===== src/cfa_pkg.sv =====
// ----------------------------------------------------------------------------
// Continued fraction approximator package
// Shared widths, configuration codes and the item record that travels
// down the pipeline.
// ----------------------------------------------------------------------------
`default_nettype none

package cfa_pkg;

    // Fixed-point format of the input value.
    localparam int unsigned VALUE_W   = 32;
    localparam int unsigned FRAC_BITS = 16;

    // Configuration register widths and reset values.
    localparam int unsigned MT_W  = 4;
    localparam int unsigned TOL_W = 16;
    localparam logic [MT_W-1:0]  MAX_TERMS_RST = MT_W'(10);
    localparam logic [TOL_W-1:0] TOLERANCE_RST = TOL_W'(33);
    localparam int unsigned CFG_IDX_W  = 2;
    localparam int unsigned CFG_DATA_W = TOL_W;

    // Register indexes of the configuration port.
    localparam logic [CFG_IDX_W-1:0] CFG_MAX_TERMS = CFG_IDX_W'(0);
    localparam logic [CFG_IDX_W-1:0] CFG_TOLERANCE = CFG_IDX_W'(1);

    // One Euclid step per stage group, as many as max_terms can ask for.
    localparam int unsigned STEPS = (1 << MT_W) - 1;

    // Remainder, divisor and quotient widths.
    localparam int unsigned R_W = FRAC_BITS;
    localparam int unsigned D_W = FRAC_BITS + 1;
    // Convergent widths: h/k stays below the integer part plus one.
    localparam int unsigned H_W = VALUE_W + 1;
    localparam int unsigned K_W = FRAC_BITS + 1;
    // Width of the stop-threshold compare.
    localparam int unsigned CMP_W = (TOL_W + D_W > 2 * FRAC_BITS) ?
                                    (TOL_W + D_W) : (2 * FRAC_BITS);

    // Result field widths.
    localparam int unsigned NUM_W = 48;
    localparam int unsigned DEN_W = 17;

    // Working state of one item.
    typedef struct packed {
        logic           neg;
        logic           done;
        logic [R_W-1:0] r;
        logic [D_W-1:0] d;
        logic [H_W-1:0] h1;
        logic [H_W-1:0] h0;
        logic [K_W-1:0] k1;
        logic [K_W-1:0] k0;
    } t_item;

endpackage

`default_nettype wire


===== src/cfa_back.sv =====
// ----------------------------------------------------------------------------
// Continued fraction back stage
// Applies the sign to the last convergent and holds the result beat.
// ----------------------------------------------------------------------------
`default_nettype none

module cfa_back (
    input  wire logic                       i_clk,
    input  wire logic                       i_rst_n,
    input  wire logic                       i_en,
    input  wire logic                       i_valid,
    input  wire cfa_pkg::t_item             i_item,
    output logic                            o_valid,
    output logic signed [cfa_pkg::NUM_W-1:0] o_numerator,
    output logic [cfa_pkg::DEN_W-1:0]       o_denominator,
    output logic                            o_is_whole
);
    import cfa_pkg::*;

    logic [NUM_W-1:0] mag;
    logic             r_valid;
    logic [NUM_W-1:0] r_num;
    logic [DEN_W-1:0] r_den;
    logic             r_whole;

    assign mag = NUM_W'(i_item.h1);

    // Output register.
    always_ff @(posedge i_clk) begin
        if (!i_rst_n) begin
            r_valid <= 1'b0;
        end else if (i_en) begin
            r_valid <= i_valid;
        end
        if (i_en) begin
            r_num   <= i_item.neg ? (NUM_W'(0) - mag) : mag;
            r_den   <= DEN_W'(i_item.k1);
            r_whole <= (i_item.k1 == K_W'(1));
        end
    end

    assign o_valid       = r_valid;
    assign o_numerator   = r_num;
    assign o_denominator = r_den;
    assign o_is_whole    = r_whole;

endmodule

`default_nettype wire


===== config.mk =====
export PLATFORM = sky130hd
export DESIGN_NAME = cfa_back
export DESIGN_NICKNAME = d
export VERILOG_FILES = /design/src/cfa_pkg.sv /design/src/cfa_back.sv
export SDC_FILE = /design/constraint.sdc
export NUM_CORES = 1
export LEC_CHECK = 0
export ABC_AREA = 1
export BUFFER_PORTS_ARGS = -buffer_cell sky130_fd_sc_hd__buf_2
export CAP_MARGIN = 20
export CELL_PAD_IN_SITES_DETAIL_PLACEMENT = 0
export CELL_PAD_IN_SITES_GLOBAL_PLACEMENT = 1
export CORE_MARGIN = 5
export CORE_UTILIZATION = 25
export CTS_BUF_LIST = sky130_fd_sc_hd__clkbuf_16
export CTS_CLUSTER_SIZE = 16
export DETAILED_ROUTE_END_ITERATION = 8
export GPL_ROUTABILITY_DRIVEN = 0
export PLACE_DENSITY_LB_ADDON = 0.05
export SETUP_SLACK_MARGIN = 0.05
export SLEW_MARGIN = 0
export SYNTH_ARGS = -nofsm -noshare
export SYNTH_HDL_FRONTEND = slang
export SYNTH_SLANG_ARGS = --single-unit

===== constraint.sdc =====
create_clock -name i_clk -period 1.3 [get_ports i_clk]
set_clock_uncertainty 0.2 [all_clocks]
set_input_delay 0.13 -clock i_clk [delete_from_list [all_inputs] [get_ports i_clk]]
set_output_delay 0.13 -clock i_clk [all_outputs]
set_load 0.01 [all_outputs]

==> results.yml <==
outcome:
  status: "complete, but fails checks"
  violations: "hold timing, setup timing"
synthesis:
  synthFlopType: "edfxtp_1"
  avgSynthCellArea_um2: 8.75
  yosysSeqAreaShare_pct: 55.1
  yosysMostFrequentCell: "nand2_1"
  yosys.area.top_type: "edfxtp_1"
  syn_nets: 468
  synth_seq_cells: 53
  synthCells: 328
  synth_edf_count: 52
  synthTopCellsByArea: "edfxtp_1, nand2_1, nor2_1"
  ys_types: 22
  synth_area_mm2: 0.00287
  ys_warn_count: 0
  synthArstFlopShare_pct: 0
  synthTopCellsByCount: "nand2_1, nor2_1, edfxtp_1, inv_1, nand3_1"
  synth_top_area_share_pct: 54.4
sta:
  finalWorstSetupSlack_ns: -0.0240
  max_freq_ghz: 0.755
  holdWs_ns: -0.0158
  finalHoldViolations: 1
  rsz0062_at_grt: "yes"
  fin_crit_sh_pct: 102
  slew_headroom_pct: 83.8
  setup_viol: 15
  slew_viol_final: 0
  finalCriticalPeriod_ns: 1.32
  worstMarginPinSlew_ns: 0.240
floorplanning:
  die-area_mm2: 0.0137
  rows: 39
  die_y_um: 117
  ioPinCount: 206
  core_mm2: 0.0113
  initial_utilization_pct: 25.3
  die_w_um: 117
worst_setup_path:
  start_kind: "flop"
  critPathRequiredTime_ns: 0.97
  cp-end-kind: "output pin"
  worstSetupPathType: "flop to output pin"
  arrival_ns: 0.99
  worst-r2r-cell-count: 2
  r2r_slack_ns: 0.48
  r2r-start: "o_valid"
  cp_max_fo: 15
  r2r_end: "o_valid"
cells_and_area:
  synthToLayoutAreaGrowth_pct: 58.9
  fill_cells: 1172
  drive_gt1_share_pct: 42.2
  fin_util_pct: 40.3
  fin_area_mm2: 0.00456
  n_antenna_cell: 0
  final_cell_count_no_fill: 659
  nets: 655
drt:
  wl_met3_um: 597
  top_layer: "met4"
  drt-initial-drc-count: 54
  viasPerCell: 4.13
  totalWireLength_mm: 8.76
  wl_met1_mm: 4.01
  wl_per_cell_um: 13.3
  num_vias: 2723
  drc: 0
  wl_met2_mm: 4.06
  ant_nets: 0
  first_pass_iters: 4
hold_path:
  whs_endpoint: "o_denominator[11]"
  hold_depth: 1
  hp-class: "input port to flop"
  min_from: "i_item[28]"
placement:
  dp_hpwl_mm: 6.93
  dpl_cell_area_mm2: 0.00392
  dp.cells: 617
  portBuffers: 121
clock_tree:
  cts_buffers: 5
  cts.sinks: 53
  h-tree-depth: 2
  cts_tree: "yes"
  clock_latency_ns: 0.29
  ctsLongestPathBuffers: 2
  cts-root-buf: "clkbuf_16"
  clk_pin_slew_ns: 0.07
grt:
  grt_pass1_vias: 2741
  antenna_found_initial: 0
  grt_pass1_wl_mm: 13.3
  grt_max_degree: 34
  grt.overflow.total: 0
  grtUsageTotal_pct: 12.7
job:
  max-cap-violations: 0
pwr:
  power_frac_clock_pct: 30.8
  pwr-share-seq_pct: 47.4
  power_density_mw_per_mm2: 968
  combPwrFrac_pct: 21.9
  internal_power_w: 0.00323
  p_sw_share_pct: 26.8
  p_leak_nw: 2.09
  peakVddDrop_v: 0.000403
  p_sw_w: 0.00118
==> how the worst max path moves through the flow <==
stage / startpoint / end / slack (ns) / cells past startpoint
after global routing: o_numerator[33] / o_numerator[36] / -0.07 / 2
after detailed placement: i_item[74] / o_numerator[28] / -0.29 / 9
after global placement: i_item[74] / o_numerator[28] / -0.30 / 9
after floorplan: i_item[68] / o_numerator[28] / 0.05 / 9
after CTS: o_numerator[33] / o_numerator[34] / -0.04 / 2
final: o_numerator[33] / o_numerator[34] / -0.02 / 2
==> sequential cells by signal, summed over array words and instances, names as in the netlist <==
signal         count
o_denominator     17
o_is_whole         1
o_numerator       34
o_valid            1
==> layer usage <==
metal | GRT usage (%) | up-vias
met5 | 0 | -
met2 | 21.7 | 81
met1 | 16.3 | 1222
li1 | - | 1414
met4 | 3.52 | 0
met3 | 2.78 | 6
==> power by group through the flow <==
stage | Clock [W] | Combinational, W | Sequential (W)
final | 0.00136 | 0.000966 | 0.00209
after floorplan | 0 | 0.000302 | 0.00223
after detailed placement | 0 | 0.000849 | 0.00214
after CTS | 0.00143 | 0.000944 | 0.00209
after global routing | 0.00149 | 0.00107 | 0.00211
after global placement | 0 | 0.000853 | 0.00213
==> final cells by class <==
| cell class | count | area, µm² | share of cell area (%) |
|---|---|---|---|
| flip-flops and latches | 53 | 1580 | 34.7 |
| clock buffers | 5 | 125 | 2.74 |
| clock inverters | 3 | 21.3 | 0.467 |
| well taps | 143 | 179 | 3.92 |
| repair buffers | 198 | 1340 | 29.5 |
| inverters | 26 | 118 | 2.58 |
| multi-input cells | 231 | 1190 | 26.1 |
==> cell families (layout without fill, tap and decap cells) <==
| logic type | Yosys count | count (layout) | synth area share [%] |
|---|---|---|---|
| AO/OA/AOI/OAI | 9 | 9 | 1.57 |
| flip-flops | 53 | 53 | 55.1 |
| AND/OR/NAND/NOR | 207 | 207 | 30.9 |
| adder cells (fa/ha/maj) | 1 | 1 | 0.436 |
| buffers and inverters | 44 | 232 | 7.72 |
| XOR/XNOR | 14 | 14 | 4.27 |
==> placed cells by master, fill, tap and decap left out, drive strengths merged <==
cell type / count
buf: 169
nor2: 65
nand3b: 5
clkinv: 2
nand3: 18
dlymetal6s4s: 2
clkinvlp: 1
inv: 26
nand2: 115
ha: 1
dlygate4sd3: 27
nand4: 2
or2: 1
a21oi: 2
edfxtp: 52
dfxtp: 1
xnor2: 8
clkbuf: 5
nor4: 1
o21ai: 7
xor2: 6
==> critical path: stages (launching register included) <==
cell and delay, ns:
edfxtp_1 0.41, buf_12 0.16, buf_2 0.13
==> repair_timing <==
item | CTS | global route
hold buffers | 28 | 1
hold endpoints to repair | 28 | 1
resized for setup | 7 | 41
buffers inserted | 2 | 6
endpoints found under the setup margin | 18 | 34
pin swaps | 5 | 19
==> per-stage QoR <==
step | power, W | hold WS [ns] | worst slack (ns) | TNS, ns
final | 0.00442 | -0.0158 | -0.0240 | -0.343
after global routing | 0.00466 | 0.000423 | -0.0651 | -0.963
after CTS | 0.00447 | 0.00278 | -0.0409 | -0.587
after detailed placement | 0.00299 | 0.126 | -0.286 | -5.74
after global placement | 0.00299 | 0.124 | -0.303 | -5.95
after floorplan | 0.00253 | 0.0235 | 0.0504 | 0
(Power assumes the default switching activity.)
