**src/cfa_pkg.sv**
```systemverilog
// ----------------------------------------------------------------------------
// Continued fraction approximator package
// Shared widths, configuration codes and the item record that travels
// down the pipeline.
// ----------------------------------------------------------------------------
`default_nettype none

package cfa_pkg;

    // Fixed-point format of the input value.
    localparam int unsigned VALUE_W   = 32;
    localparam int unsigned FRAC_BITS = 16;

    // Configuration register widths and reset values.
    localparam int unsigned MT_W  = 4;
    localparam int unsigned TOL_W = 16;
    localparam logic [MT_W-1:0]  MAX_TERMS_RST = MT_W'(10);
    localparam logic [TOL_W-1:0] TOLERANCE_RST = TOL_W'(33);
    localparam int unsigned CFG_IDX_W  = 2;
    localparam int unsigned CFG_DATA_W = TOL_W;

    // Register indexes of the configuration port.
    localparam logic [CFG_IDX_W-1:0] CFG_MAX_TERMS = CFG_IDX_W'(0);
    localparam logic [CFG_IDX_W-1:0] CFG_TOLERANCE = CFG_IDX_W'(1);

    // One Euclid step per stage group, as many as max_terms can ask for.
    localparam int unsigned STEPS = (1 << MT_W) - 1;

    // Remainder, divisor and quotient widths.
    localparam int unsigned R_W = FRAC_BITS;
    localparam int unsigned D_W = FRAC_BITS + 1;
    // Convergent widths: h/k stays below the integer part plus one.
    localparam int unsigned H_W = VALUE_W + 1;
    localparam int unsigned K_W = FRAC_BITS + 1;
    // Width of the stop-threshold compare.
    localparam int unsigned CMP_W = (TOL_W + D_W > 2 * FRAC_BITS) ?
                                    (TOL_W + D_W) : (2 * FRAC_BITS);

    // Result field widths.
    localparam int unsigned NUM_W = 48;
    localparam int unsigned DEN_W = 17;

    // Working state of one item.
    typedef struct packed {
        logic           neg;
        logic           done;
        logic [R_W-1:0] r;
        logic [D_W-1:0] d;
        logic [H_W-1:0] h1;
        logic [H_W-1:0] h0;
        logic [K_W-1:0] k1;
        logic [K_W-1:0] k0;
    } t_item;

endpackage

`default_nettype wire

```
**src/cfa_step.sv**
```systemverilog
// ----------------------------------------------------------------------------
// Continued fraction Euclid step
// One partial quotient: stop decision, a pipelined restoring division with
// one quotient bit per stage, then the convergent update.
// ----------------------------------------------------------------------------
`default_nettype none

module cfa_step #(
    parameter int unsigned IDX = 0
) (
    input  wire logic                       i_clk,
    input  wire logic                       i_rst_n,
    input  wire logic                       i_en,
    input  wire logic [cfa_pkg::MT_W-1:0]   i_max_terms,
    input  wire logic [cfa_pkg::TOL_W-1:0]  i_tolerance,
    input  wire logic                       i_valid,
    input  wire cfa_pkg::t_item             i_item,
    output logic                            o_valid,
    output cfa_pkg::t_item                  o_item
);
    import cfa_pkg::*;

    localparam logic [MT_W-1:0] STEP_IDX = MT_W'(IDX);

    // ---- Stop decision ----
    logic [CMP_W-1:0] lhs;
    logic [CMP_W-1:0] rhs;
    logic             go;
    t_item            n_a_item;
    logic             r_a_valid;
    t_item            r_a_item;

    // Continue while the remaining fraction is above the tolerance.
    always_comb begin
        lhs = CMP_W'({i_item.r, {FRAC_BITS{1'b0}}});
        rhs = CMP_W'(i_tolerance) * CMP_W'(i_item.d);
        go  = !i_item.done && (STEP_IDX < i_max_terms) &&
              (i_item.r != '0) && (lhs > rhs);
        n_a_item      = i_item;
        n_a_item.done = !go;
    end

    always_ff @(posedge i_clk) begin
        if (!i_rst_n) begin
            r_a_valid <= 1'b0;
        end else if (i_en) begin
            r_a_valid <= i_valid;
        end
        if (i_en) begin
            r_a_item <= n_a_item;
        end
    end

    // ---- Division pipeline: d / r, one quotient bit per stage ----
    logic           w_vld  [0:D_W];
    t_item          w_item [0:D_W];
    logic [R_W-1:0] w_rem  [0:D_W];
    logic [D_W-1:0] w_q    [0:D_W];

    assign w_vld[0]  = r_a_valid;
    assign w_item[0] = r_a_item;
    assign w_rem[0]  = '0;
    assign w_q[0]    = '0;

    for (genvar j = 0; j < D_W; j++) begin : g_div
        logic           r_vld;
        t_item          r_item;
        logic [R_W-1:0] r_rem;
        logic [D_W-1:0] r_q;
        logic [R_W:0]   trial;
        logic           ge;
        logic [R_W:0]   diff;

        // Shift in the next dividend bit and try to subtract the divisor.
        always_comb begin
            trial = {w_rem[j], w_item[j].d[D_W-1-j]};
            ge    = trial >= {1'b0, w_item[j].r};
            diff  = ge ? (trial - {1'b0, w_item[j].r}) : trial;
        end

        always_ff @(posedge i_clk) begin
            if (!i_rst_n) begin
                r_vld <= 1'b0;
            end else if (i_en) begin
                r_vld <= w_vld[j];
            end
            if (i_en) begin
                r_item <= w_item[j];
                r_rem  <= diff[R_W-1:0];
                r_q    <= {w_q[j][D_W-2:0], ge};
            end
        end

        assign w_vld[j+1]  = r_vld;
        assign w_item[j+1] = r_item;
        assign w_rem[j+1]  = r_rem;
        assign w_q[j+1]    = r_q;
    end

    // ---- Convergent update ----
    logic [D_W+H_W-1:0] ph;
    logic [D_W+K_W-1:0] pk;
    t_item              upd;
    logic               r_o_valid;
    t_item              r_o_item;

    // h = a*h1 + h0, k = a*k1 + k0, then (r, d) = (d mod r, r).
    always_comb begin
        ph  = (D_W+H_W)'(w_q[D_W]) * (D_W+H_W)'(w_item[D_W].h1);
        pk  = (D_W+K_W)'(w_q[D_W]) * (D_W+K_W)'(w_item[D_W].k1);
        upd = w_item[D_W];
        if (!w_item[D_W].done) begin
            upd.h1 = H_W'(ph + (D_W+H_W)'(w_item[D_W].h0));
            upd.k1 = K_W'(pk + (D_W+K_W)'(w_item[D_W].k0));
            upd.h0 = w_item[D_W].h1;
            upd.k0 = w_item[D_W].k1;
            upd.d  = D_W'(w_item[D_W].r);
            upd.r  = w_rem[D_W];
        end
    end

    always_ff @(posedge i_clk) begin
        if (!i_rst_n) begin
            r_o_valid <= 1'b0;
        end else if (i_en) begin
            r_o_valid <= w_vld[D_W];
        end
        if (i_en) begin
            r_o_item <= upd;
        end
    end

    assign o_valid = r_o_valid;
    assign o_item  = r_o_item;

endmodule

`default_nettype wire

```
**config.mk**
```make
export PLATFORM = sky130hd
export DESIGN_NAME = cfa_step
export DESIGN_NICKNAME = d
export VERILOG_FILES = /design/src/cfa_pkg.sv /design/src/cfa_step.sv
export SDC_FILE = /design/constraint.sdc
export NUM_CORES = 2
export LEC_CHECK = 0
export BUFFER_PORTS_ARGS = -buffer_cell sky130_fd_sc_hd__buf_4
export CAP_MARGIN = 5
export CORE_ASPECT_RATIO = 1.75
export CORE_MARGIN = 1
export CORE_UTILIZATION = 39
export CTS_CLUSTER_DIAMETER = 100
export DETAILED_ROUTE_END_ITERATION = 16
export PLACE_DENSITY = 0.57
export SYNTH_ARGS = -nofsm -noshare
export SYNTH_HDL_FRONTEND = slang
export SYNTH_SLANG_ARGS = --single-unit
```
**constraint.sdc**
```tcl
create_clock -name i_clk -period 10.2 [get_ports i_clk]
set_clock_uncertainty 0.05 [all_clocks]
set_input_delay 0.51 -clock i_clk [delete_from_list [all_inputs] [get_ports i_clk]]
set_output_delay 0.51 -clock i_clk [all_outputs]
set_load 0.005 [all_outputs]
```
==> results.json <==
{
  "cts.clk_slew.worst_paths_ns": 0.06,
  "grt_use_total": 0.1643,
  "number_of_setup_violations_in_the_final_report": 0,
  "fp.dieArea_sq_um": 349000,
  "timing.final.ws_setup_ns": 1.557,
  "synth_top_family_by_area": "adder cells",
  "io_pins": 295,
  "timing.critical_path.from_type": "input pin",
  "cts_resized": 0,
  "setup.worst_path.class": "in -> reg",
  "post_synth.cell_area_avg_sq_um": 15.42,
  "yosys.area_share.xor_xnor": 0.01672,
  "cts-root-buf": "sky130_fd_sc_hd__clkbuf_16",
  "grt_overflow": 0,
  "synth_seq_area_share": 0.6671,
  "total_power_mw": 49.35,
  "vias_in_the_first_global_route": 74460,
  "post-place-ws_ns": 1.108,
  "clock.fmax_ghz": 0.1157,
  "ys_warn_count": 0,
  "detail_route.vias_per_cell": 4.830,
  "num-nets-final": 10690,
  "required_time_at_the_endpoint_of_the_critical_path_ns": 10.90,
  "synth_nets": 10120,
  "cpMostUsedCell": "sky130_fd_sc_hd__fa_1",
  "status": "complete, no violations",
  "synth.lib_cells_used.distinct": 91,
  "worst_ir_drop_vdd_mv": 0.9762,
  "tightestPinTransition_ns": 1.176,
  "critPathCaptureType": "flop",
  "routed_via_count": 68390,
  "post_dp_cell_area_sq_um": 142900,
  "async_reset_ff_frac": 0,
  "grt_pass1_wl_mm": 434.7,
  "ys_ff_latch": 3009,
  "timing.critical_path.arrival_ns": 9.34,
  "postLayoutCoreUtil": 0.4448,
  "syn-cell-area_sq_um": 135200,
  "n_fill_cell": 30520,
  "finalWeightedCongestion": 0.9495,
  "cts-htree-levels": 5,
  "place_inst": 13500,
  "detail_route.drc_violations": 0,
  "whs_ns": 0.2166,
  "clock_sinks": 3009,
  "drt_pass1_iterations": 5,
  "synthesis.instances": 8764,
  "first_iter_violations": 3787,
  "r2r_setup_slack_ns": 2.56,
  "cts_tree": "built",
  "final-max-slew-violation-count": 0,
  "critical_path.max_stage_delay_ns": 0.55,
  "synth_ff_type": "sky130_fd_sc_hd__edfxtp_1",
  "instances_no_fill": 14160,
  "power_leakage_nw": 59.17,
  "finalHoldViolations": 0,
  "rsz0062_at_grt": "false",
  "maxCapViolCount": 0,
  "route.detailed.wl_per_inst_microns": 20.30,
  "clk-insertion-delay-late_ns": 0.90,
  "row_count": 285,
  "fraction_of_the_mapped_netlist_area_in_compound_gates": 0.04083,
  "hold_path.class": "in -> reg",
  "placeableCoreArea_sq_um": 344500,
  "syn2layout_area_growth_pct": 13.36,
  "cpLargestDelayFamily": "adder cells",
  "synth.area.mux_share": 0.02232,
  "clk_path_buf_depth": 4,
  "grt_max_degree": 191,
  "synth_enable_flop_cells": 2990,
  "critical_path_peak_fanout": 17,
  "path_buf_inv": 6,
  "final_cell_area_sq_um": 153200,
  "floorplan_die_height_microns": 780.8,
  "postRouteWirelength_mm": 287.4,
  "die_x_microns": 447.0,
  "yosys.area_share.simple": 0.06252,
  "drive_above_1_share": 0.1101,
  "final.min_clock_period_ns": 8.643,
  "critPathSlowestCell": "sky130_fd_sc_hd__dlygate4sd3_1",
  "antenna_violating_nets_post_route": 0,
  "cts_buffers": 292,
  "portBuffers": 294,
  "hpwl_mm": 203.2,
  "max-slew-margin-rel": 0.2158,
  "yosys.area_share.adder": 0.1498,
  "cellPowerDensity_nw_per_um2": 322.1,
  "finalCritPeriodShare": 0.8474,
  "grt_antenna_before_repair": 20,
  "initial_utilization": 0.3924,
  "final_tns_setup_ns": 0
}
[worst register-to-register path, cell delays in order (launching register included)]
cell and delay, ns:
sky130_fd_sc_hd__edfxtp_1 0.70, sky130_fd_sc_hd__buf_4 0.45, sky130_fd_sc_hd__nand2_1 0.14, sky130_fd_sc_hd__fa_1 0.52, sky130_fd_sc_hd__inv_1 0.05, sky130_fd_sc_hd__fa_1 0.48, sky130_fd_sc_hd__inv_1 0.05, sky130_fd_sc_hd__fa_1 0.49
sky130_fd_sc_hd__fa_1 0.54, sky130_fd_sc_hd__inv_1 0.05, sky130_fd_sc_hd__fa_1 0.49, sky130_fd_sc_hd__fa_1 0.46, sky130_fd_sc_hd__ha_1 0.40, sky130_fd_sc_hd__nand3_1 0.12, sky130_fd_sc_hd__nor2_1 0.04, sky130_fd_sc_hd__a21oi_1 0.50
sky130_fd_sc_hd__a31oi_1 0.38, sky130_fd_sc_hd__o41ai_2 0.67, sky130_fd_sc_hd__o311ai_2 0.28, sky130_fd_sc_hd__xnor2_1 0.19, sky130_fd_sc_hd__mux2_2 0.30
[report_power, final]
part	total (mW)	switching, mW	leakage, nW	internal [mW]
logic	23.0	13.4	25.4	9.60
registers	16.1	0.587	29.4	15.5
clock network	10.3	4.59	4.35	5.68
[kinds of logic (layout without fill, tap and decap cells)]
family	Yosys count	count (layout)
other	0	15
muxes	272	272
DFF	3009	3009
and+or+nand+nor	1782	1782
adders and majority gates	1199	1199
xor gates and xnor gates	258	258
AOI/OAI and AO/OA	809	809
buffers and inverters	1435	2223
[repair_timing]
| item | CTS | global route |
|---|---|---|
| hold buffers | 138 | 0 |
| buffers inserted | 0 | 0 |
| endpoints found under the hold margin | 154 | 0 |
[cell type report]
type,count,area (sq um),share of cell area
inverter,1214,4557,0.02974
timing repair buffer,499,4274,0.02789
antenna,15,37.54,0.0002450
clock buffer,362,7634,0.04982
multi-input combinational,4320,39490,0.2578
tap,4592,5746,0.03750
clock inverter,148,1315,0.008582
sequential,3009,90170,0.5885
[cell usage in the layout, fill, tap and decap left out, types with 17 or more instances in the layout]
master                          count
sky130_fd_sc_hd__o211ai_1          22
sky130_fd_sc_hd__nand2b_1          34
sky130_fd_sc_hd__nor3_1            90
sky130_fd_sc_hd__clkbuf_16        295
sky130_fd_sc_hd__clkinv_1          57
sky130_fd_sc_hd__inv_1           1214
sky130_fd_sc_hd__a21oi_1          188
sky130_fd_sc_hd__or3_1             38
sky130_fd_sc_hd__nand4_1           39
sky130_fd_sc_hd__a31o_2            22
sky130_fd_sc_hd__nand2_1          757
sky130_fd_sc_hd__mux2_2           206
sky130_fd_sc_hd__a31oi_1           18
sky130_fd_sc_hd__mux2i_1           58
sky130_fd_sc_hd__nor4_1            27
sky130_fd_sc_hd__clkbuf_1          67
sky130_fd_sc_hd__clkinv_2          40
sky130_fd_sc_hd__o21a_1            39
sky130_fd_sc_hd__edfxtp_1        2990
sky130_fd_sc_hd__xor2_1            70
sky130_fd_sc_hd__a21o_1            79
sky130_fd_sc_hd__xnor2_1          188
sky130_fd_sc_hd__a211oi_1          25
sky130_fd_sc_hd__fa_1             698
sky130_fd_sc_hd__dfxtp_1           19
sky130_fd_sc_hd__o21ai_0          187
sky130_fd_sc_hd__and2_1           280
sky130_fd_sc_hd__nor2b_1           83
sky130_fd_sc_hd__a21boi_0          19
sky130_fd_sc_hd__dlygate4sd3_1    138
sky130_fd_sc_hd__nand3_1           83
sky130_fd_sc_hd__ha_1             501
sky130_fd_sc_hd__o21bai_1          17
sky130_fd_sc_hd__and3_1            30
sky130_fd_sc_hd__o21ai_1           19
sky130_fd_sc_hd__buf_4            347
sky130_fd_sc_hd__nor2_1           265
[per-layer routing]
layer	vias to the layer above	wire, microns	GRT usage
li1	31770	-	-
met4	0	18580	0.09745
met5	-	0	0
met2	1540	163200	0.3238
met3	713	10190	0.02072
met1	34370	95390	0.1591
[path summary, 6_finish.rpt]
path / startpoint / endpoint / cells past startpoint
worst max-delay path: i_item[106] / r_a_item[133] / 31
worst min-delay path: i_en / g_div[1].r_item[134] / 1
worst max register to register: g_div[16].r_q[7] / o_item[99] / 20
worst min register to register: g_div[1].r_item[101] / g_div[2].r_item[101] / 0
[registers in the layout, indices dropped and copies added (netlist names)]
| register | count |
|---|---|
| g_div.r_rem | 272 |
| r_a_item | 134 |
| g_div.r_q | 153 |
| o_item | 135 |
| g_div.trial | 2 |
| o_valid | 1 |
| g_div.r_vld | 17 |
| g_div.r_item | 2294 |
| r_a_valid | 1 |
[cells in the mapped netlist, drive strengths merged, types with 188 or more instances]
master / count / area, sq um
ha: 501 / 6269
o21ai: 206 / 1031
inv: 1214 / 4557
fa: 698 / 13970
edfxtp: 2990 / 89790
clkbuf: 194 / 729.4
nand2: 758 / 2848
and2: 280 / 1752
xnor2: 188 / 1647
a21oi: 190 / 958.4
mux2: 214 / 2436
nor2: 266 / 1006
(Power assumes the default switching activity.)
