File: config.mk
export PLATFORM = sky130hd
export DESIGN_NAME = cfa_front
export DESIGN_NICKNAME = d
export VERILOG_FILES = /design/src/cfa_pkg.sv /design/src/cfa_front.sv
export SDC_FILE = /design/constraint.sdc
export NUM_CORES = 1
export LEC_CHECK = 0
export BUFFER_PORTS_ARGS = -buffer_cell sky130_fd_sc_hd__buf_2
export CORE_ASPECT_RATIO = 1.5
export CORE_MARGIN = 1.5
export CORE_UTILIZATION = 45
export CTS_BUF_LIST = sky130_fd_sc_hd__clkbuf_16
export CTS_CLUSTER_SIZE = 40
export DETAILED_ROUTE_END_ITERATION = 10
export PLACE_DENSITY = 0.92
export SETUP_SLACK_MARGIN = 0.1
export SLEW_MARGIN = 20
export SYNTH_ARGS = -nofsm -noshare
export SYNTH_HDL_FRONTEND = slang
export SYNTH_SLANG_ARGS = --single-unit
File: constraint.sdc
create_clock -name i_clk -period 4.4 [get_ports i_clk]
set_input_delay 0.44 -clock i_clk [delete_from_list [all_inputs] [get_ports i_clk]]
set_output_delay 0.44 -clock i_clk [all_outputs]
set_load 0.01 [all_outputs]
File: src/cfa_pkg.sv
// ----------------------------------------------------------------------------
// Continued fraction approximator package
// Shared widths, configuration codes and the item record that travels
// down the pipeline.
// ----------------------------------------------------------------------------
`default_nettype none

package cfa_pkg;

    // Fixed-point format of the input value.
    localparam int unsigned VALUE_W   = 32;
    localparam int unsigned FRAC_BITS = 16;

    // Configuration register widths and reset values.
    localparam int unsigned MT_W  = 4;
    localparam int unsigned TOL_W = 16;
    localparam logic [MT_W-1:0]  MAX_TERMS_RST = MT_W'(10);
    localparam logic [TOL_W-1:0] TOLERANCE_RST = TOL_W'(33);
    localparam int unsigned CFG_IDX_W  = 2;
    localparam int unsigned CFG_DATA_W = TOL_W;

    // Register indexes of the configuration port.
    localparam logic [CFG_IDX_W-1:0] CFG_MAX_TERMS = CFG_IDX_W'(0);
    localparam logic [CFG_IDX_W-1:0] CFG_TOLERANCE = CFG_IDX_W'(1);

    // One Euclid step per stage group, as many as max_terms can ask for.
    localparam int unsigned STEPS = (1 << MT_W) - 1;

    // Remainder, divisor and quotient widths.
    localparam int unsigned R_W = FRAC_BITS;
    localparam int unsigned D_W = FRAC_BITS + 1;
    // Convergent widths: h/k stays below the integer part plus one.
    localparam int unsigned H_W = VALUE_W + 1;
    localparam int unsigned K_W = FRAC_BITS + 1;
    // Width of the stop-threshold compare.
    localparam int unsigned CMP_W = (TOL_W + D_W > 2 * FRAC_BITS) ?
                                    (TOL_W + D_W) : (2 * FRAC_BITS);

    // Result field widths.
    localparam int unsigned NUM_W = 48;
    localparam int unsigned DEN_W = 17;

    // Working state of one item.
    typedef struct packed {
        logic           neg;
        logic           done;
        logic [R_W-1:0] r;
        logic [D_W-1:0] d;
        logic [H_W-1:0] h1;
        logic [H_W-1:0] h0;
        logic [K_W-1:0] k1;
        logic [K_W-1:0] k0;
    } t_item;

endpackage

`default_nettype wire

File: src/cfa_front.sv
// ----------------------------------------------------------------------------
// Continued fraction front stage
// Splits off the sign and seeds the convergents with the integer part.
// ----------------------------------------------------------------------------
`default_nettype none

module cfa_front (
    input  wire logic                         i_clk,
    input  wire logic                         i_rst_n,
    input  wire logic                         i_en,
    input  wire logic                         i_valid,
    input  wire logic [cfa_pkg::VALUE_W-1:0]  i_value_q,
    output logic                              o_valid,
    output cfa_pkg::t_item                    o_item
);
    import cfa_pkg::*;

    logic               neg;
    logic [VALUE_W-1:0] mag;
    t_item              n_item;
    logic               r_valid;
    t_item              r_item;

    // Magnitude; the most negative value maps onto 2^31 as unsigned.
    always_comb begin
        neg = i_value_q[VALUE_W-1];
        mag = neg ? (VALUE_W'(0) - i_value_q) : i_value_q;
        n_item      = '0;
        n_item.neg  = neg;
        n_item.done = 1'b0;
        n_item.r    = mag[FRAC_BITS-1:0];
        n_item.d    = D_W'(1) << FRAC_BITS;
        n_item.h1   = H_W'(mag[VALUE_W-1:FRAC_BITS]);
        n_item.h0   = H_W'(1);
        n_item.k1   = K_W'(1);
        n_item.k0   = '0;
    end

    // Entry register.
    always_ff @(posedge i_clk) begin
        if (!i_rst_n) begin
            r_valid <= 1'b0;
        end else if (i_en) begin
            r_valid <= i_valid;
        end
        if (i_en) begin
            r_item <= n_item;
        end
    end

    assign o_valid = r_valid;
    assign o_item  = r_item;

endmodule

`default_nettype wire

==> results of run 1 <==
## flip-flops by register name, indices dropped and copies added (netlist names)
| signal | cells |
|---|---|
| o_valid | 1 |
| o_item | 33 |
## worst paths after layout
path            startpoint         end  slack [ps]  cells past startpoint
max          i_value_q[11]  o_item[82]        2230                      5
min                i_rst_n     o_valid         370                      2
max reg2reg        o_valid     o_valid        3800                      2
min reg2reg        o_valid     o_valid         530                      2
## layout by cell type (no fill, tap or decap), types with 5 or more instances in the layout
cell type,Yosys,routed
conb_1,2,102
buf_2,1,69
edfxtp_1,33,33
xnor2_1,28,28
o31ai_1,13,13
nand2_1,10,10
o21ai_0,6,6
nand3_1,5,5
o41ai_1,5,5
clkbuf_16,0,5
## logic make-up (layout without fill, tap and decap cells)
kind of cell,count (synthesis),count (layout),synth area share
AOI/OAI and AO/OA,25,25,0.0731
and+or+nand+nor,38,38,0.0876
muxes,1,1,0.00401
DFF,34,34,0.405
xor gates and xnor gates,29,29,0.102
adders and majority gates,2,2,0.0100
buffers and inverters,108,79,0.316
other,2,102,0.00301
## per-layer routing
layer | track usage | share of wire | vias up
met2 | 0.259 | 0.56 | 118
met4 | 0.0743 | 0.027 | 0
met3 | 0.0300 | 0.11 | 10
li1 | - | - | 762
met5 | 0 | 0 | -
met1 | 0.111 | 0.30 | 769
## critical path: stages
cell and delay (ps):
buf_2 120, nor4_2 500, nand3_1 420, or3_1 470, nor4b_1 310
## where the power goes
group	switching [mW]	leakage (nW)	internal [mW]
sequential	0.00745	0.331	0.396
clock	0.123	0.0672	0.206
combinational	0.111	0.776	0.0577
## stage by stage
stage / hold slack [ps] / total power, mW / std cells
after global routing: 400 / 0.933 / 380
after CTS: 374 / 0.901 / 380
final: 372 / 0.901 / 380
after global placement: 494 / 0.571 / 372
after detailed placement: 530 / 0.576 / 372
after floorplan: 538 / 0.577 / 339
## final cells by class
cell class / count / area share
clock buffers: 5 / 0.0469
clock inverters: 3 / 0.00610
inverters: 2 / 0.00282
multi-input cells: 197 / 0.403
flip-flops and latches: 34 / 0.379
well taps: 70 / 0.0328
repair buffers: 69 / 0.130
==> run_results.csv, run 1 <==
group,metric,value,unit
run_status,status,"finished, final reports clean",
synth,ys.flop_type,"edfxtp_1",
sta,fmaxAchievable,0.460,GHz
routing,firstDrtPassIters,4,
routing,via_per_inst,4.37,
final_layout,drive_above_1_share,0.258,
synth,ys_warn_count,0,
floorplanning,core_area,5410,sq um
clock_tree,numCtsBuffers,5,
sta,final.min_clock_period,2170,ps
routing,via_count,1659,
critical_path,critPathKind,"in -> reg",
placement,io_buffers,69,
power,leakage,1.17,nW
clock_tree,cts_setup_buffers,0,
synth,synth-seq-area-share,0.405,
synth,async_flop_share,0,
placement,dp_hpwl,3.31,mm
final_layout,fin_nets,347,
placement,routabilityCongestion,0.786,
sta,tns,0,ps
global_routing,grt_pass1_vias,1345,
synth,synth_top_area_cell,"edfxtp_1",
clock_tree,cts_buffer_depth,2,
routing,routed_wl,4.23,mm
synth,syn-cell-area,2500,sq um
global_routing,grt_pass1_wl,5.98,mm
sta,skew,0,ps
synth,synth.area.top_cells,"edfxtp_1 (40%), buf_4 (31%), xnor2_1 (9.8%), o31ai_1 (3.9%), o41ai_1 (1.8%)",
placement,pre_cts_ws,1970,ps
critical_path,startpoint_type,"primary input",
sta,grt_setup_unrepaired,"no",
sta,slew_headroom,0.510,
critical_path,path_max_fanout,11,
global_routing,antenna_found_initial,0,
routing,drc_errors,0,
job,cap_violations,0,
clock_tree,worst_skew_pair.late_latency,270,ps
global_routing,grt_max_degree,35,
routing,drtIter0Drc,122,
critical_path,required,4480,ps
critical_path,crit_arrival,2250,ps
final_layout,seq_area,1010,sq um
global_routing,grt_usage,0.129,
critical_path,worst_setup_path_end_kind,"flop",
final_layout,diodes,0,
clock_tree,cts.sinks,34,
routing,antenna_left,0,
synth,synth_edf_count,33,
sta,hold_viol_final,0,
final_layout,area_growth,6.71,%
power,ir_drop,0.000141,V
floorplanning,die_y,94.3,um
clock_tree,cts-resized-gates,0,
global_routing,grt_overflow,0,
final_layout,utilization,0.493,
synth,yosysMostFrequentCell,"buf_4",
final_layout,num-fill-cells,484,
floorplanning,die_w,63.8,um
synth,ys_seq_elements,34,
sta,drv_slew,0,
clock_tree,cts_tree,"yes",
floorplanning,ios,172,
clock_tree,ctsHtreeMaxLevel,2,
clock_tree,path_clk_slew,50,ps
synth,syn_avg_cell_area,10.5,sq um
sta,tightest_slew,736,ps
floorplanning,die_area,6020,sq um
floorplanning,row_count,33,
floorplanning,start_util,0.462,
sta,setup_viol,0,
routing,routedWlPerCell,11.1,um
synth,synthTopCellsByCount,"buf_4 (102), edfxtp_1 (33), xnor2_1 (28)",
placement,placed_area,2520,sq um
power,cellPowerDensity,338,nW/um^2
final_layout,design_area,2670,sq um
min_path,hold_path.class,"in -> reg",
final_layout,multi_input_area,1070,sq um
synth,synth_top_area_frac,0.397,
sta,fin_crit_sh,0.494,
clock_tree,clockRootBuffer,"clkbuf_16",
synth,synth.distinct_cells,28,
synth,syn-instance-count,239,
clock_tree,holdBufCountCts,0,
sta,worst_slack,2230,ps
No activity file was read; power rests on OpenSTA's default activity.
==> run 2, diff against run 1 <==
CORE_UTILIZATION = 42   (was 45)
PLACE_DENSITY = 0.87   (was 0.92)
clock period = 2.1 ns   (was 4.4 ns; I/O delays follow)
==> run_results.csv, run 2 (same netlist as run 1, synthesis figures left out) <==
group,metric,value,unit
run_status,status,"finished, final reports clean",
clock_tree,holdBufCountCts,0,
power,p_int,1.38,mW
critical_path,rr_startpoint,"o_valid",
sta,tns,0,ps
global_routing,grt_overflow,0,
power,swShare,0.262,
global_routing,grt_max_degree,35,
clock_tree,clockRootBuffer,"clkbuf_16",
final_layout,largest_register_ffs,33,
floorplanning,die_w,66.0,um
critical_path,r2r_cells,2,
final_layout,fin_nets,350,
placement,dp_hpwl,3.23,mm
power,seq_power_share,0.452,
power,leakage,1.19,nW
clock_tree,worst_skew_pair.late_latency,270,ps
clock_tree,cts_setup_buffers,0,
clock_tree,cts-resized-gates,0,
sta,final.min_clock_period,1920,ps
routing,firstDrtPassIters,5,
critical_path,path_max_fanout,11,
final_layout,utilization,0.465,
min_path,min_to,"o_valid",
floorplanning,die_y,97.5,um
sta,fmaxAchievable,0.521,GHz
floorplanning,start_util,0.432,
final_layout,final_cell_mix,"conb_1 (102), buf_2 (69), edfxtp_1 (33)",
critical_path,startpoint_type,"primary input",
critical_path,critPathKind,"in -> reg",
min_path,hold_path.class,"in -> reg",
clock_tree,path_clk_slew,50,ps
floorplanning,row_count,34,
sta,drv_slew,0,
sta,slew_headroom,0.511,
floorplanning,ios,172,
placement,routabilityCongestion,0.827,
critical_path,r2r_end,"o_valid",
global_routing,grt_pass1_vias,1370,
critical_path,crit_arrival,1990,ps
power,p_comb_frac,0.191,
sta,grt_setup_unrepaired,"no",
routing,routedWlPerCell,10.8,um
routing,via_count,1667,
clock_tree,ctsHtreeMaxLevel,2,
sta,setup_viol,0,
placement,io_buffers,69,
final_layout,design_area,2690,sq um
power,p_sw,490,uW
clock_tree,cts_buffer_depth,2,
sta,hold_viol_final,0,
final_layout,diodes,0,
critical_path,r2r_slack,1490,ps
routing,drtIter0Drc,105,
clock_tree,cts.sinks,34,
routing,drc_errors,0,
min_path,hold_depth,2,
sta,tightest_slew,734,ps
final_layout,area_growth,7.66,%
routing,antenna_left,0,
power,clkPwrFrac,0.357,
final_layout,final_common_cell,"conb_1",
placement,dpl.cell_count,377,
clock_tree,cts_tree,"yes",
sta,hold_ws,149,ps
global_routing,antenna_found_initial,0,
final_layout,fin_cells,384,
min_path,min_from,"i_rst_n",
final_layout,drive_above_1_share,0.269,
critical_path,required,2170,ps
sta,fin_crit_sh,0.914,
floorplanning,core_area,5790,sq um
global_routing,grt_pass1_wl,6.07,mm
critical_path,worst_setup_path_end_kind,"flop",
clock_tree,numCtsBuffers,5,
sta,skew,0,ps
power,cellPowerDensity,694,nW/um^2
power,ir_drop,0.000307,V
job,cap_violations,0,
floorplanning,die_area,6430,sq um
global_routing,grt_usage,0.121,
routing,routed_wl,4.16,mm
placement,placed_area,2550,sq um
routing,via_per_inst,4.34,
## run 2: how the worst max path moves through the flow
stage          slack (ps)         end          start
2_1_floorplan         230  o_item[81]  i_value_q[25]
3_3_place_gp          -20  o_item[81]  i_value_q[11]
3_5_place_dp         -140  o_item[82]  i_value_q[11]
4_1_cts               110  o_item[82]  i_value_q[11]
5_1_grt               150  o_item[80]  i_value_q[11]
6_report              180  o_item[82]  i_value_q[11]
## run 2: power groups by stage
stage | combinational, mW | clock [mW] | sequential, mW
3_5_place_dp | 0.352 | 0 | 0.858
4_1_cts | 0.354 | 0.670 | 0.845
5_1_grt | 0.391 | 0.708 | 0.851
6_report | 0.357 | 0.667 | 0.844
2_1_floorplan | 0.310 | 0 | 0.898
3_3_place_gp | 0.343 | 0 | 0.856
## run 2: area by class of cell
class	instances	area [sq um]
inverters	2	7.51
clock inverters	2	10.0
multi-input cells	197	1080
flip-flops and latches	34	1010
clock buffers	5	125
repair buffers	72	368
fillers	584	3100
well taps	72	90.1
## run 2: stage by stage
step	worst slack [ps]	total power, mW
2_1_floorplan	233	1.21
4_1_cts	106	1.87
3_5_place_dp	-140	1.21
3_3_place_gp	-19.9	1.20
5_1_grt	146	1.95
6_report	181	1.87
## run 2: critical path, cell delays in order
cell and delay [ps]:
buf_2 120, nor4_2 580, nand3_2 330, or3_1 440
nor4b_1 310
## run 2: layer usage
metal / part of all wire / up-vias / wire length, um / global-route usage
li1: - / 766 / - / -
met1: 0.31 / 747 / 1280 / 0.109
met2: 0.54 / 138 / 2260 / 0.234
met3: 0.11 / 16 / 476 / 0.0220
met4: 0.035 / 0 / 144 / 0.0754
met5: 0 / - / 0 / 0
==> run 3, diff against run 2 <==
ABC_AREA = 1   (was unset)
CORE_UTILIZATION = 44   (was 42)
==> run_results.csv, run 3 <==
group,metric,value,unit
final_layout,largest_register_ffs,33,
sta,hold_viol_final,0,
sta,slew_headroom,0.475,
synth,synth_top_family_by_area,"buffers and inverters",
sta,fmaxAchievable,0.811,GHz
synth,synthXorXnorAreaFrac,0.0463,
critical_path,slowest_delay,300,ps
synth,synthSimpleGateAreaFrac,0.256,
floorplanning,core_area,6170,sq um
synth,synth.area.top_cells,"edfxtp_1 (35%), buf_4 (28%), nand2_1 (12%), nor2_1 (6.1%), nand3_1 (2.8%)",
power,cellPowerDensity,643,nW/um^2
routing,via_count,2232,
clock_tree,holdBufCountCts,0,
sta,final.min_clock_period,1230,ps
routing,via_per_inst,4.39,
synth,synthTopCellsByCount,"buf_4 (104), nand2_1 (94), nor2_1 (46)",
final_layout,multi_input_area,1340,sq um
clock_tree,path_clk_slew,50,ps
critical_path,crit_top_cell,"nand2_1",
power,leakage,1.52,nW
synth,synth_edf_count,33,
floorplanning,die_area,6940,sq um
synth,synth_compound_area_frac,0.0243,
clock_tree,cts-resized-gates,0,
critical_path,cp_slowest_cell,"o21ai_2",
synth,ys_seq_elements,34,
sta,grt_setup_unrepaired,"no",
critical_path,path_max_fanout,6,
critical_path,crit_start,"i_value_q[0]",
synth,synthMuxAreaShare,0,
sta,worst_slack,867,ps
critical_path,rr_startpoint,"o_valid",
global_routing,grt_pass1_vias,1878,
clock_tree,numCtsBuffers,5,
final_layout,seq_area,1010,sq um
placement,placed_area,2870,sq um
synth,ys.flop_type,"edfxtp_1",
final_layout,num-fill-cells,607,
clock_tree,cts.sinks,34,
global_routing,grt_pass1_wl,8.48,mm
final_layout,final_cell_mix,"conb_1 (102), nand2_1 (94), buf_2 (69)",
job,cap_violations,0,
synth,syn-instance-count,361,
synth,syn_avg_cell_area,7.85,sq um
floorplanning,die_y,101,um
sta,tightest_slew,788,ps
critical_path,crit_end,"o_item[71]",
clock_tree,worst_skew_pair.late_latency,270,ps
min_path,hold_path.class,"in -> reg",
clock_tree,cts_setup_buffers,0,
global_routing,grt_usage,0.163,
sta,tns,0,ps
final_layout,drive_above_1_share,0.205,
critical_path,crit_arrival,1260,ps
synth,ys_warn_count,0,
final_layout,fin_cells,508,
floorplanning,ios,172,
global_routing,antenna_found_initial,0,
synth,yosysMostFrequentCell,"buf_4",
synth,synth_top_area_cell,"edfxtp_1",
critical_path,worst_setup_path_end_kind,"flop",
critical_path,required,2130,ps
power,ir_drop,0.000280,V
run_status,status,"finished, final reports clean",
sta,hold_ws,128,ps
critical_path,r2r_cells,2,
final_layout,design_area,3010,sq um
clock_tree,clockRootBuffer,"clkbuf_16",
final_layout,fin_nets,471,
final_layout,utilization,0.487,
critical_path,crit_chain,"buf_2 -> inv_1 -> ha_1 -> nand2_2 -> o21ai_2 -> nand3_1 -> nand2_1 -> nand2_1",
final_layout,final_common_cell,"conb_1",
floorplanning,start_util,0.459,
critical_path,startpoint_type,"primary input",
placement,dp_hpwl,4.56,mm
synth,synth.distinct_cells,22,
critical_path,r2r_slack,1450,ps
global_routing,grt_overflow,0,
sta,fin_crit_sh,0.587,
routing,routedWlPerCell,11.2,um
sta,skew,0,ps
floorplanning,die_w,68.5,um
synth,syn-cell-area,2840,sq um
floorplanning,row_count,35,
final_layout,area_growth,6.09,%
placement,io_buffers,69,
final_layout,diodes,0,
power,power.total,1.93,mW
clock_tree,cts_buffer_depth,2,
clock_tree,ctsHtreeMaxLevel,2,
global_routing,grt_max_degree,36,
placement,dpl.cell_count,500,
critical_path,r2r_end,"o_valid",
clock_tree,cts_tree,"yes",
sta,drv_slew,0,
critical_path,critPathKind,"in -> reg",
placement,pre_cts_ws,588,ps
routing,firstDrtPassIters,4,
routing,routed_wl,5.67,mm
placement,routabilityCongestion,0.877,
synth,synth-seq-area-share,0.357,
synth,async_flop_share,0,
sta,setup_viol,0,
synth,synth_top_area_frac,0.350,
routing,drc_errors,0,
routing,antenna_left,0,
routing,drtIter0Drc,186,
synth,synth_fa_ha_area_frac,0.00883,
## run 3: changes by cell type after synthesis, moves of 11 or more
cell / change
xnor2_1: -19
nor2_1: +44
inv_1: +19
nand3_1: +11
o31ai_1: -13
nand2_1: +84
## run 3: logic make-up after synthesis
| group | count (synthesis) |
|---|---|
| compound gates | 10 |
| buf+inv | 126 |
| simple gates | 172 |
| flops | 34 |
| fa+ha+maj | 2 |
| other cells | 2 |
| xor+xnor | 15 |
## run 3: final cells by class
cell class | count | share of cell area
sequential | 34 | 0.336
clock buffer | 5 | 0.0416
multi-input combinational | 301 | 0.444
tap | 74 | 0.0308
timing repair buffer | 70 | 0.117
inverter | 21 | 0.0262
clock inverter | 3 | 0.00416
## run 3: power by group
group	switching, mW	internal [mW]
sequential	0.0157	0.824
combinational	0.285	0.123
clock	0.259	0.428
total	0.559	1.38
## run 3: per-layer routing
layer	global-route usage	vias up	wire length (um)	part of all wire
met3	0.0189	19	536	0.094
met5	0	-	0	0
met1	0.158	988	1820	0.32
met4	0.114	0	241	0.042
li1	-	1073	-	-
met2	0.303	152	3070	0.54
## run 3: worst max-delay path, delay by kind of cell
kind                       cells  cell delay (ps)
adders and majority gates      1              190
buffers and inverters          2              200
AOI/OAI and AO/OA              1              300
and+or+nand+nor                4              360
## run 3: how the worst min path moves through the flow
stage | from | to | slack, ps | cells past startpoint
2_1_floorplan | i_en | o_valid | 300 | 1
3_3_place_gp | i_value_q[0] | o_item[117] | 400 | 1
3_5_place_dp | i_value_q[0] | o_item[117] | 410 | 1
4_1_cts | i_value_q[0] | o_item[117] | 120 | 1
5_1_grt | i_value_q[0] | o_item[117] | 130 | 1
6_report | i_value_q[0] | o_item[117] | 130 | 1
